`src/rtl/complex_arith_unit_defines.svh`:
```
// Assertion macros for the complex arithmetic unit.
`ifndef COMPLEX_ARITH_UNIT_DEFINES_SVH
`define COMPLEX_ARITH_UNIT_DEFINES_SVH

// Implication checked out of reset.
`define CAU_ASSERT_IMP(lbl, pre, post) \
  lbl: assert property (@(posedge clk) disable iff (!rst_n) (pre) |-> (post)) \
    else $error("assertion failed");

// Implication checked during reset as well.
`define CAU_ASSERT_ANY(lbl, pre, post) \
  lbl: assert property (@(posedge clk) (pre) |-> (post)) \
    else $error("assertion failed");

`endif

```
`src/rtl/cau_pkg.sv`:
```
// Types, codes and helpers shared by the complex arithmetic unit.
package cau_pkg;

  localparam int FRAC_BITS = 16;
  localparam int CELLS     = 32;

  typedef enum logic [2:0] {
    OP_ADD  = 3'd0,
    OP_SUB  = 3'd1,
    OP_MUL  = 3'd2,
    OP_DIV  = 3'd3,
    OP_DIST = 3'd4
  } op_t;

  typedef enum logic [1:0] {
    ST_OK      = 2'd0,
    ST_DIVZERO = 2'd1,
    ST_SAT     = 2'd2
  } status_t;

  typedef struct packed {
    logic signed [31:0] first_real;
    logic signed [31:0] first_imag;
    logic signed [31:0] second_real;
    logic signed [31:0] second_imag;
    logic [2:0]         operation;
  } in_word_t;

  typedef struct packed {
    logic signed [31:0] result_real;
    logic signed [31:0] result_imag;
    logic [1:0]         status;
  } out_word_t;

  typedef struct packed {
    logic [31:0] val;
    logic        sat;
  } clamp_t;

  typedef struct packed {
    logic        vld;
    logic [2:0]  op;
    logic [31:0] erly_re;
    logic [31:0] erly_im;
    logic        erly_sat;
    logic        zden;
    logic        mbig;
    logic        neg_re;
    logic        ovf_re;
    logic [63:0] rem_re;
    logic [31:0] dlo_re;
    logic [31:0] q_re;
    logic        neg_im;
    logic        ovf_im;
    logic [63:0] rem_im;
    logic [31:0] dlo_im;
    logic [31:0] q_im;
    logic [63:0] den;
    logic [63:0] sq_n;
    logic [35:0] sq_rem;
    logic [31:0] sq_root;
  } cell_t;

  function automatic clamp_t clamp65(input logic signed [64:0] v);
    clamp_t r;
    if (v > 65'sd2147483647) begin
      r.val = 32'h7FFF_FFFF;
      r.sat = 1'b1;
    end else if (v < -65'sd2147483648) begin
      r.val = 32'h8000_0000;
      r.sat = 1'b1;
    end else begin
      r.val = v[31:0];
      r.sat = 1'b0;
    end
    return r;
  endfunction

endpackage

```
`src/rtl/cau_back.sv`:
```
// Result stage: quotient and root limits, operation select, output register.
module cau_back (
  input  logic               clk,
  input  logic               rst_n,
  input  logic               en,
  input  cau_pkg::cell_t     cell_i,
  output logic               out_valid,
  output cau_pkg::out_word_t out_word
);

  logic               vld_r;
  cau_pkg::out_word_t word_r, word_nxt;
  logic [31:0]        lre_w, lim_w, qre_w, qim_w, vre_w, vim_w, root_w;
  logic               sre_w, sim_w, srt_w, sat_w;

  always_comb begin
    lre_w = cell_i.neg_re ? 32'h8000_0000 : 32'h7FFF_FFFF;
    lim_w = cell_i.neg_im ? 32'h8000_0000 : 32'h7FFF_FFFF;
    sre_w = cell_i.ovf_re || (cell_i.q_re > lre_w);
    sim_w = cell_i.ovf_im || (cell_i.q_im > lim_w);
    qre_w = sre_w ? lre_w : cell_i.q_re;
    qim_w = sim_w ? lim_w : cell_i.q_im;
    vre_w = cell_i.neg_re ? (32'd0 - qre_w) : qre_w;
    vim_w = cell_i.neg_im ? (32'd0 - qim_w) : qim_w;

    srt_w  = cell_i.mbig || cell_i.sq_root[31];
    root_w = srt_w ? 32'h7FFF_FFFF : cell_i.sq_root;

    word_nxt = '0;
    sat_w    = 1'b0;
    case (cell_i.op)
      cau_pkg::OP_ADD, cau_pkg::OP_SUB, cau_pkg::OP_MUL: begin
        word_nxt.result_real = cell_i.erly_re;
        word_nxt.result_imag = cell_i.erly_im;
        sat_w                = cell_i.erly_sat;
      end
      cau_pkg::OP_DIV: begin
        if (!cell_i.zden) begin
          word_nxt.result_real = vre_w;
          word_nxt.result_imag = vim_w;
          sat_w                = sre_w || sim_w;
        end
      end
      cau_pkg::OP_DIST: begin
        word_nxt.result_real = root_w;
        sat_w                = srt_w;
      end
      default: begin
        sat_w = 1'b0;
      end
    endcase

    if (cell_i.op == cau_pkg::OP_DIV && cell_i.zden) begin
      word_nxt.status = cau_pkg::ST_DIVZERO;
    end else if (sat_w) begin
      word_nxt.status = cau_pkg::ST_SAT;
    end else begin
      word_nxt.status = cau_pkg::ST_OK;
    end
  end

  always_ff @(posedge clk) begin
    if (!rst_n) begin
      vld_r <= 1'b0;
    end else if (en) begin
      vld_r <= cell_i.vld;
    end
  end

  always_ff @(posedge clk) begin
    if (en) begin
      word_r <= word_nxt;
    end
  end

  assign out_valid = vld_r;
  assign out_word  = word_r;

endmodule

```
`config.mk`:
```
export PLATFORM = sky130hd
export DESIGN_NAME = cau_back
export DESIGN_NICKNAME = d
export VERILOG_FILES = /design/src/rtl/complex_arith_unit_defines.svh /design/src/rtl/cau_pkg.sv /design/src/rtl/cau_back.sv
export SDC_FILE = /design/constraint.sdc
export NUM_CORES = 1
export LEC_CHECK = 0
export BUFFER_PORTS_ARGS = -buffer_cell sky130_fd_sc_hd__buf_4
export CAP_MARGIN = 5
export CORE_AREA = 2 2 235 237
export DETAILED_ROUTE_END_ITERATION = 10
export DIE_AREA = 0 0 237 239
export HOLD_SLACK_MARGIN = 0.03
export PLACE_DENSITY_LB_ADDON = 0.08
export SLEW_MARGIN = 20
export SYNTH_ARGS = -nofsm -noshare
export SYNTH_HDL_FRONTEND = slang
export SYNTH_SLANG_ARGS = --single-unit
```
`constraint.sdc`:
```
create_clock -name clk -period 5.6 [get_ports clk]
set_input_delay 0.28 -clock clk [delete_from_list [all_inputs] [get_ports clk]]
set_output_delay 0.28 -clock clk [all_outputs]
set_load 0.005 [all_outputs]
```
==> metrics.md <==
| Metric | Value |
|---|---|
| Number of levels the H-tree was split into | `3` |
| Routed met1 length | `16580 um` |
| Pre-Repair DR Iteration Count | `4` |
| Maximum fanout along the worst path | `21` |
| Initial drt markers | `313` |
| Cell Rows | `86` |
| Critical path type | `primary input to flop` |
| Proportion of netlist area held by the largest area contributor | `0.2909` |
| Power per cell area | `187.5 nW/um^2` |
| Least-Margin Pin Slew | `0.9935 ns` |
| Slew headroom | `0.3362` |
| CP Depth | `16` |
| Final-report max-slew violation count | `0` |
| Fmax | `215.4 MHz` |
| Setup_tns | `0 ns` |
| Total leakage power | `3.750 nW` |
| Endpoint arrival time on the critical path | `4.77 ns` |
| Shortest period the worst path allows | `4.642 ns` |
| GRT Util Overall | `0.1348` |
| Cell total after placement | `1750` |
| Ports | `597` |
| Top layer reached by signal wires | `met5` |
| First-pass GRT wire length | `54760 um` |
| Met2 wire length | `18050 um` |
| Die boundary width | `237 um` |
| Largest clock skew in the final design | `0 ns` |
| Post-detailed-placement half-perimeter wirelength | `30360 um` |
| Number of maximum-capacitance constraint violations | `0` |
| Antenna viol nets, final | `0` |
| Number of enable-type register cells in the synthesized netlist | `66` |
| Crit path buffers/inverters | `2` |
| Critical path capture point type | `flop` |
| CTS buffer count | `9` |
| Post-synthesis register bit count | `67` |
| Required time of the critical path | `5.73 ns` |
| Synthesized netlist cell count | `821` |
| Total grt overflow | `0` |
| Placeable core region | `54340 um^2` |
| CTS tree | `done` |
| Cells on Worst Hold Path | `2` |
| Cell with the most instances after synthesis | `nand2_1` |
| Crit-path leading delay family | `compound AO/OA/AOI/OAI gates` |
| Fraction of layout instances using a drive strength above 1 | `0.2938` |
| Biggest cell delay along the critical path | `0.69 ns` |
| Total number of nets in the final design | `1653` |
| Cell-internal power | `1.222 mW` |
| Library cell with the largest summed area after synthesis | `edfxtp_1` |
| Number of vias in the routed layout | `7587` |
| Gate power share | `0.319` |
| Synthesized net count | `1417` |
| Synthesis Warnings | `0` |
| Number of distinct library cells after synthesis | `71` |
| Number of failing hold endpoints at the final stage | `0` |
| Global placer's final weighted congestion | `0.7698` |
| Vias per std cell | `4.289` |
| Synthesized area per cell | `8.298 um^2` |
| Cell type of the slowest stage on the worst timing path | `or4b_2` |
| Peak supply drop | `0.1402 mV` |
| Clock latency of the later-clocked register in the worst-skew pair | `0.38 ns` |
| Logic depth of the worst register-to-register path | `2` |
| Die Ht | `239 um` |
| Worst setup slack after layout | `0.9579 ns` |
| Fin cells | `1769` |
| Number of clock sinks | `67` |
| Cell Chain, Critical Path | `buf_4, buf_4, ha_1, a21oi_1, o21ai_0, a221o_1, o311a_1, nor3_1, mux2i_1, ha_1, nand2b_1, or4b_2, or3_1, a21o_1, a21oi_1, o211ai_1` |
| Starting utilization of the core area | `0.1254` |
| Path class of the lowest-slack min-delay path | `primary input to flop` |
| Area of the die | `56640 um^2` |
| Synth Cell Area | `6813 um^2` |
| Top post-synthesis cells by count | `nand2_1 (94), a21oi_1 (74), nor2_1 (74)` |
| Clock tree root driver cell | `clkbuf_16` |
| Number of antenna violations at the first check in global routing | `10` |
| Dpl ws | `0.4742 ns` |
| Hold Buf Count CTS | `0` |
| Layout area overhead | `45.18%` |
| Largest cells by area after synthesis | `edfxtp_1 (29%), ha_1 (12%), a21oi_1 (5.4%)` |
| Max clock buf depth | `2` |
| Switching Fraction | `0.3412` |
| Dominant synthesized flop cell | `edfxtp_1` |
| DR WL met3 | `2936 um` |
| Cells resized by post-CTS repair | `0` |
| Part of the total power dissipated in the clock network | `0.345` |
| Share of total power in sequential cells | `0.336` |
| CTS clk-pin slew, worst paths | `0.07 ns` |
| Post-DR wirelength/cell | `21.82 um` |
| Kind of launch point of the worst setup path | `primary input` |
| Largest net degree at the start of global routing | `43` |
| Sequential fraction of the synthesis area | `0.2938` |
| FFs w/ async S/R, synth | `0` |
| Port-buffer cells | `240` |
| Unrepaired setup endpoints after global routing | `no` |
| Switching power | `0.6330 mW` |
| Status | `completed` |
| Setup Fix Bufs, Post-CTS | `0` |
| Period utilisation layout | `0.8290` |
| Via count of the first global-routing pass | `7710` |
| Total routed wirelength | `38600 um` |
| Final setup fails | `0` |
| DRC Markers | `0` |
==> power groups by stage <==
stage	sequential [mW]	combinational (mW)	clock (mW)
floorplan	0.636	0.235	0
global placement	0.636	0.608	0
global route	0.629	0.657	0.684
finish	0.624	0.592	0.639
detailed placement	0.634	0.606	0
CTS	0.625	0.609	0.681
==> worst paths after layout <==
check / start / to / slack, ns
setup / recovery: cell_i[455] / out_word[46] / 0.96
hold / removal: rst_n / out_valid / 0.11
setup reg to reg: out_valid / out_valid / 5.01
hold reg to reg: out_valid / out_valid / 0.53
==> layer usage <==
| layer | up-vias | track usage |
|---|---|---|
| met4 | 16 | 0.04277 |
| met2 | 221 | 0.2226 |
| li1 | 3696 | - |
| met3 | 40 | 0.04677 |
| met5 | - | 0 |
| met1 | 3614 | 0.1639 |
==> stage by stage <==
step           hold WS, ns  cell area, um^2    util  power [mW]
6_report            0.1118             9891  0.1820       1.855
5_1_grt             0.1022             9883  0.1819       1.969
4_1_cts            0.08432             9883  0.1819       1.915
3_5_place_dp        0.5019             9587  0.1764       1.240
3_3_place_gp        0.5022             9584  0.1764       1.244
2_1_floorplan       0.3925             6813       -      0.8706
==> cells in the final DEF (no fill, tap or decap), types with 23 or more instances in the layout <==
cell	count
nor3_1	34
o21ai_0	55
buf_4	269
a21oi_1	72
o21a_1	23
nand2_1	94
o211ai_1	40
edfxtp_1	66
ha_1	66
nor2_1	73
==> cell families after synthesis <==
family,after synthesis,synth area share
buf+inv,56,0.03489
xor+xnor,7,0.008999
flops,67,0.2938
mux,22,0.03434
compound gates,291,0.2839
fa+ha+maj,66,0.1212
simple gates,312,0.2228
==> state kept, by name, summed over array words and instances, names as in the netlist <==
signal and cells:
out_valid 1, out_word 66
==> cell type report <==
type | instances | area (um^2)
clock inverter | 4 | 50.05
antenna | 3 | 7.507
multi-input combinational | 698 | 4623
tap | 704 | 880.8
clock buffer | 12 | 246.5
inverter | 11 | 41.29
fill | 6102 | 44450
timing repair buffer | 270 | 2039
sequential | 67 | 2002
No activity file was read; power rests on OpenSTA's default activity.
