==> src/rtl/complex_arith_unit_defines.svh <==
// Assertion macros for the complex arithmetic unit.
`ifndef COMPLEX_ARITH_UNIT_DEFINES_SVH
`define COMPLEX_ARITH_UNIT_DEFINES_SVH

// Implication checked out of reset.
`define CAU_ASSERT_IMP(lbl, pre, post) \
  lbl: assert property (@(posedge clk) disable iff (!rst_n) (pre) |-> (post)) \
    else $error("assertion failed");

// Implication checked during reset as well.
`define CAU_ASSERT_ANY(lbl, pre, post) \
  lbl: assert property (@(posedge clk) (pre) |-> (post)) \
    else $error("assertion failed");

`endif

==> src/rtl/cau_pkg.sv <==
// Types, codes and helpers shared by the complex arithmetic unit.
package cau_pkg;

  localparam int FRAC_BITS = 16;
  localparam int CELLS     = 32;

  typedef enum logic [2:0] {
    OP_ADD  = 3'd0,
    OP_SUB  = 3'd1,
    OP_MUL  = 3'd2,
    OP_DIV  = 3'd3,
    OP_DIST = 3'd4
  } op_t;

  typedef enum logic [1:0] {
    ST_OK      = 2'd0,
    ST_DIVZERO = 2'd1,
    ST_SAT     = 2'd2
  } status_t;

  typedef struct packed {
    logic signed [31:0] first_real;
    logic signed [31:0] first_imag;
    logic signed [31:0] second_real;
    logic signed [31:0] second_imag;
    logic [2:0]         operation;
  } in_word_t;

  typedef struct packed {
    logic signed [31:0] result_real;
    logic signed [31:0] result_imag;
    logic [1:0]         status;
  } out_word_t;

  typedef struct packed {
    logic [31:0] val;
    logic        sat;
  } clamp_t;

  typedef struct packed {
    logic        vld;
    logic [2:0]  op;
    logic [31:0] erly_re;
    logic [31:0] erly_im;
    logic        erly_sat;
    logic        zden;
    logic        mbig;
    logic        neg_re;
    logic        ovf_re;
    logic [63:0] rem_re;
    logic [31:0] dlo_re;
    logic [31:0] q_re;
    logic        neg_im;
    logic        ovf_im;
    logic [63:0] rem_im;
    logic [31:0] dlo_im;
    logic [31:0] q_im;
    logic [63:0] den;
    logic [63:0] sq_n;
    logic [35:0] sq_rem;
    logic [31:0] sq_root;
  } cell_t;

  function automatic clamp_t clamp65(input logic signed [64:0] v);
    clamp_t r;
    if (v > 65'sd2147483647) begin
      r.val = 32'h7FFF_FFFF;
      r.sat = 1'b1;
    end else if (v < -65'sd2147483648) begin
      r.val = 32'h8000_0000;
      r.sat = 1'b1;
    end else begin
      r.val = v[31:0];
      r.sat = 1'b0;
    end
    return r;
  endfunction

endpackage

==> src/rtl/cau_cell.sv <==
// One step of both divider lanes and of the square root.
module cau_cell (
  input  logic           clk,
  input  logic           rst_n,
  input  logic           en,
  input  cau_pkg::cell_t cell_i,
  output cau_pkg::cell_t cell_o
);

  cau_pkg::cell_t c_r, c_nxt;
  logic [64:0] rre_w, rim_w, dext_w;
  logic        gre_w, gim_w;
  logic [35:0] sr_w, trial_w;
  logic        gsq_w;

  always_comb begin
    c_nxt   = cell_i;
    dext_w  = {1'b0, cell_i.den};
    rre_w   = {cell_i.rem_re, cell_i.dlo_re[31]};
    rim_w   = {cell_i.rem_im, cell_i.dlo_im[31]};
    gre_w   = (rre_w >= dext_w);
    gim_w   = (rim_w >= dext_w);
    sr_w    = {cell_i.sq_rem[33:0], cell_i.sq_n[63:62]};
    trial_w = {2'b00, cell_i.sq_root, 2'b01};
    gsq_w   = (sr_w >= trial_w);

    c_nxt.rem_re = gre_w ? 64'(rre_w - dext_w) : rre_w[63:0];
    c_nxt.rem_im = gim_w ? 64'(rim_w - dext_w) : rim_w[63:0];
    c_nxt.q_re   = {cell_i.q_re[30:0], gre_w};
    c_nxt.q_im   = {cell_i.q_im[30:0], gim_w};
    c_nxt.dlo_re = {cell_i.dlo_re[30:0], 1'b0};
    c_nxt.dlo_im = {cell_i.dlo_im[30:0], 1'b0};

    c_nxt.sq_rem  = gsq_w ? (sr_w - trial_w) : sr_w;
    c_nxt.sq_root = {cell_i.sq_root[30:0], gsq_w};
    c_nxt.sq_n    = {cell_i.sq_n[61:0], 2'b00};
  end

  always_ff @(posedge clk) begin
    if (!rst_n) begin
      c_r.vld <= 1'b0;
    end else if (en) begin
      c_r.vld <= c_nxt.vld;
    end
  end

  always_ff @(posedge clk) begin
    if (en) begin
      c_r.op       <= c_nxt.op;
      c_r.erly_re  <= c_nxt.erly_re;
      c_r.erly_im  <= c_nxt.erly_im;
      c_r.erly_sat <= c_nxt.erly_sat;
      c_r.zden     <= c_nxt.zden;
      c_r.mbig     <= c_nxt.mbig;
      c_r.neg_re   <= c_nxt.neg_re;
      c_r.ovf_re   <= c_nxt.ovf_re;
      c_r.rem_re   <= c_nxt.rem_re;
      c_r.dlo_re   <= c_nxt.dlo_re;
      c_r.q_re     <= c_nxt.q_re;
      c_r.neg_im   <= c_nxt.neg_im;
      c_r.ovf_im   <= c_nxt.ovf_im;
      c_r.rem_im   <= c_nxt.rem_im;
      c_r.dlo_im   <= c_nxt.dlo_im;
      c_r.q_im     <= c_nxt.q_im;
      c_r.den      <= c_nxt.den;
      c_r.sq_n     <= c_nxt.sq_n;
      c_r.sq_rem   <= c_nxt.sq_rem;
      c_r.sq_root  <= c_nxt.sq_root;
    end
  end

  assign cell_o = c_r;

endmodule

==> config.mk <==
export PLATFORM = sky130hd
export DESIGN_NAME = cau_cell
export DESIGN_NICKNAME = d
export VERILOG_FILES = /design/src/rtl/complex_arith_unit_defines.svh /design/src/rtl/cau_pkg.sv /design/src/rtl/cau_cell.sv
export SDC_FILE = /design/constraint.sdc
export NUM_CORES = 1
export LEC_CHECK = 0
export ABC_AREA = 1
export BUFFER_PORTS_ARGS = -buffer_cell sky130_fd_sc_hd__buf_2
export CAP_MARGIN = 20
export CELL_PAD_IN_SITES_DETAIL_PLACEMENT = 0
export CELL_PAD_IN_SITES_GLOBAL_PLACEMENT = 1
export CORE_AREA = 2 2 411 413
export DETAILED_ROUTE_END_ITERATION = 12
export DIE_AREA = 0 0 413 415
export GPL_ROUTABILITY_DRIVEN = 0
export PLACE_DENSITY = 0.55
export SYNTH_ARGS = -nofsm -noshare
export SYNTH_HDL_FRONTEND = slang
export SYNTH_SLANG_ARGS = --single-unit
export TNS_END_PERCENT = 100
==> constraint.sdc <==
create_clock -name clk -period 4.87 [get_ports clk]
set_clock_uncertainty 0.1 [all_clocks]
set_input_delay 0.487 -clock clk [delete_from_list [all_inputs] [get_ports clk]]
set_output_delay 0.487 -clock clk [all_outputs]
set_load 0.1 [all_outputs]
==> flow_metrics.py <==
metrics = {
    "clock_network": {
        "cts-hold-fix-buffers": 440,
        "clock_tree_from_tritoncts": "yes",
        "cts_root_buffer": "clkbuf_16",
        "h-tree-depth": 3,
        "cts.clk_slew.worst_paths_ns": 0.06,
        "number_of_buffers_inserted_during_clock_tree_synthesis": 70,
        "clk-insertion-delay-late_ns": 0.74,
        "clk_path_buf_depth": 3,
        "post-cts-setup-buffers": 0,
        "cts_repair_resize_count": 0,
        "cts.sink_count": 523,
    },
    "floorplanning": {
        "initial_core_util_pct": 19.6,
        "row_count": 150,
        "dieHeight_um": 415,
        "die-width_um": 413,
        "ios": 1057,
        "area_of_the_die_sq_mm": 0.171,
        "core_area_sq_mm": 0.167,
    },
    "setup_path": {
        "cp_slowest_cell": "dlygate4sd3_1",
        "worst_r2r_path_depth": 3,
        "cp_top_family": "buffers and inverters",
        "reg2reg_setup_slack_ns": 3.55,
        "path_common_cell": "nand2_1",
        "critical_path_required_ns": 5.17,
        "worst_setup_end_kind": "flip-flop",
        "worst_ep_arrival_time_ns": 3.78,
        "nature_of_the_critical_path_startpoint": "primary input",
        "path_class": "in2reg",
        "worstReg2RegStart": "cell_o[526]",
        "worstPathCellList": "dlygate4sd3_1, buf_2, inv_1, ha_1, nand2_1, nor2_1, nand2_1, nor2_2, nand2_1, o21ai_2, nor2_4, buf_4, nand3_1, nand2_1",
        "worst_path_largest_cell_delay_ns": 0.66,
        "path_max_fanout": 62,
        "worstPathBufferInverterCount": 4,
        "critical_path.reg2reg.endpoint": "cell_o[526]",
    },
    "detailed_routing": {
        "avgViaCountPerCell": 4.20,
        "ant_nets": 0,
        "routed_wire_length_per_instance_um": 26.7,
        "detail_route.first_pass.iterations": 6,
        "dr.first_iter.drc_count": 2379,
        "via_count": 33909,
        "routed_wl_um": 216000,
        "drc": 0,
    },
    "synthesis": {
        "synth.lib_cells_used.distinct": 44,
        "post-synth-top-count-cell": "nand2_1",
        "ys_warn_count": 0,
        "synth_enable_flop_cells": 522,
        "post-synth-top-area-fraction_pct": 48.0,
        "post_synth_inst_count": 4190,
        "async_flop_share_pct": 0,
        "synthFlopType": "edfxtp_1",
        "netlist_top_cells_count": "1583 x nand2_1, 804 x inv_1, 522 x edfxtp_1",
        "synth.area.top_cells": "edfxtp_1 48%, nand2_1 18%, inv_1 9.2%, ha_1 6.2%, nand3_1 4.9%",
        "synth-seq-cells": 523,
        "synth_top_cell_by_area": "edfxtp_1",
        "share_of_the_yosys_chip_area_belonging_to_registers_pct": 48.0,
        "syn_area_per_cell_sq_um": 7.80,
        "synthesis.area_sq_mm": 0.0327,
    },
    "timing": {
        "timing.final.crit_period_ns": 3.48,
        "timing.max_slew.rel_slack_pct": 40.9,
        "worst_pin_slew_ns": 0.892,
        "setup_viol": 0,
        "rsz0062_at_grt": "false",
        "finalMaxSlewViolations": 0,
        "report.final.hold_viol_count": 0,
        "setup-tns-final_ns": 0,
        "highest_achievable_clock_rate_ghz": 0.288,
        "finalCritPeriodShare_pct": 71.4,
    },
    "pwr": {
        "power.density_cell_area_mw_per_mm2": 384,
        "power_switching_mw": 8.39,
        "internal-power_mw": 9.86,
        "power.combinational.fraction_pct": 39.4,
        "worst_ir_drop_vdd_mv": 0.256,
        "switching_share_pct": 46.0,
        "power.leakage_nw": 23.8,
        "share_clk_of_total_power_pct": 28.8,
        "power_share_of_the_sequential_group_pct": 31.7,
    },
    "final_layout": {
        "num-nets-final": 6424,
        "flip_flop_count_of_the_largest_register_after_layout": 523,
        "finish.cell_count_without_fillers": 8079,
        "synthToLayoutAreaGrowth_pct": 45.5,
        "final_layout_size_suffix_gt1_share_pct": 21.7,
        "filler_cell_count": 18382,
        "utilization_pct": 28.5,
    },
    "global_route": {
        "maximum_number_of_pins_on_one_net_before_global_route_repair": 97,
        "total_overflow_reported_by_the_global_router": 0,
        "globalRouteTotalUtil_pct": 24.3,
        "via_count_of_the_first_global_routing_pass": 33025,
        "first_pass_grt_wire_length_um": 282000,
        "antenna_violations_before_repair": 83,
    },
    "worst_hold_path": {
        "hold-path-endpoint": "cell_o[315]",
        "hold_start": "cell_i[314]",
        "min_path_cells": 3,
        "hold_path_class": "in2reg",
    },
    "placement": {
        "detailed_place_hpwl_um": 183000,
        "placed_cells_incl_taps": 7422,
        "place.port_buffers": 1048,
    },
    "outcome": {
        "outcome": "completed",
    },
    "job": {
        "max_cap_viols": 0,
    },
}
==> cell usage in the layout (no fill, tap or decap), drive strengths merged <==
cell type,count
a21boi,1
a21o,4
a21oi,137
a31oi,2
and2,2
and3,6
buf,1074
bufinv,5
clkbuf,86
clkinv,25
clkinvlp,4
conb,4
dfxtp,1
diode,92
dlygate4sd3,440
edfxtp,522
fa,2
ha,162
inv,824
nand2,1619
nand2b,1
nand3,325
nand3b,38
nand4,24
nor2,303
nor3,20
nor4,12
o21a,1
o21ai,49
o21bai,6
or2,4
xnor2,6
xor2,74
==> power groups by stage <==
stage	logic [mW]	clock network (mW)	registers (mW)
final	7.20	5.26	5.79
after global routing	7.55	5.55	5.82
after CTS	7.21	5.42	5.80
after detailed placement	6.87	0	5.87
after global placement	6.87	0	5.88
after floorplan	1.60	0	9.02
==> logic make-up (layout without fill, tap and decap cells) <==
family                     Yosys count  in the layout  share of synthesized area [%]
and+or+nand+nor                   2354           2354                           29.8
buffers and inverters              868           2458                           10.5
DFF                                523            523                           48.0
AOI/OAI and AO/OA                  200            200                           3.21
adders and majority gates          164            164                           6.32
xor gates and xnor gates            80             80                           2.14
other                                1             96                         0.0115
==> worst max-delay path by stage <==
stage	depth (start not counted)	startpoint	to	slack, ns
3_3_place_gp	13	cell_i[173]	cell_o[427]	1.27
4_1_cts	14	cell_i[157]	cell_o[427]	1.42
2_1_floorplan	15	cell_i[188]	cell_o[263]	2.40
6_report	14	cell_i[155]	cell_o[427]	1.39
5_1_grt	14	cell_i[157]	cell_o[427]	1.18
3_5_place_dp	13	cell_i[173]	cell_o[427]	1.26
==> stage by stage <==
stage	total power, mW	instance area (sq um)	setup WS, ns	hold WS (ns)
after detailed placement	12.7	40700	1.26	0.459
final	18.2	47500	1.39	0.0597
after global routing	18.9	47500	1.18	0.0332
after floorplan	10.6	32700	2.40	0.480
after global placement	12.7	40700	1.27	0.435
after CTS	18.4	47300	1.42	0.00217
==> worst register-to-register path: cells and delay by family (launching register included) <==
family	cells	cell delay [ns]
buffers and inverters	1	0.57
AO/OA/AOI/OAI	2	0.23
flip-flops	1	0.31
==> final cells by class <==
type                            count  area [sq um]  area share (%)
Antenna cell                       92           230           0.484
Clock buffer                       86          1810            3.81
Multi-Input combinational cell   2802         13600            28.6
Sequential cell                   523         15700            33.0
Inverter                          819          3070            6.47
Tap cell                         2204          2760            5.80
Clock inverter                     39           439           0.924
Timing Repair Buffer             1514          9950            20.9
==> metal layers <==
layer | GRT usage (%) | part of all wire (%)
met1 | 27.4 | 38
met2 | 40.4 | 47
met3 | 7.29 | 8.4
met4 | 14.4 | 6.4
met5 | 0 | 0.082
Note: power is estimated with default switching activity, not from simulation.
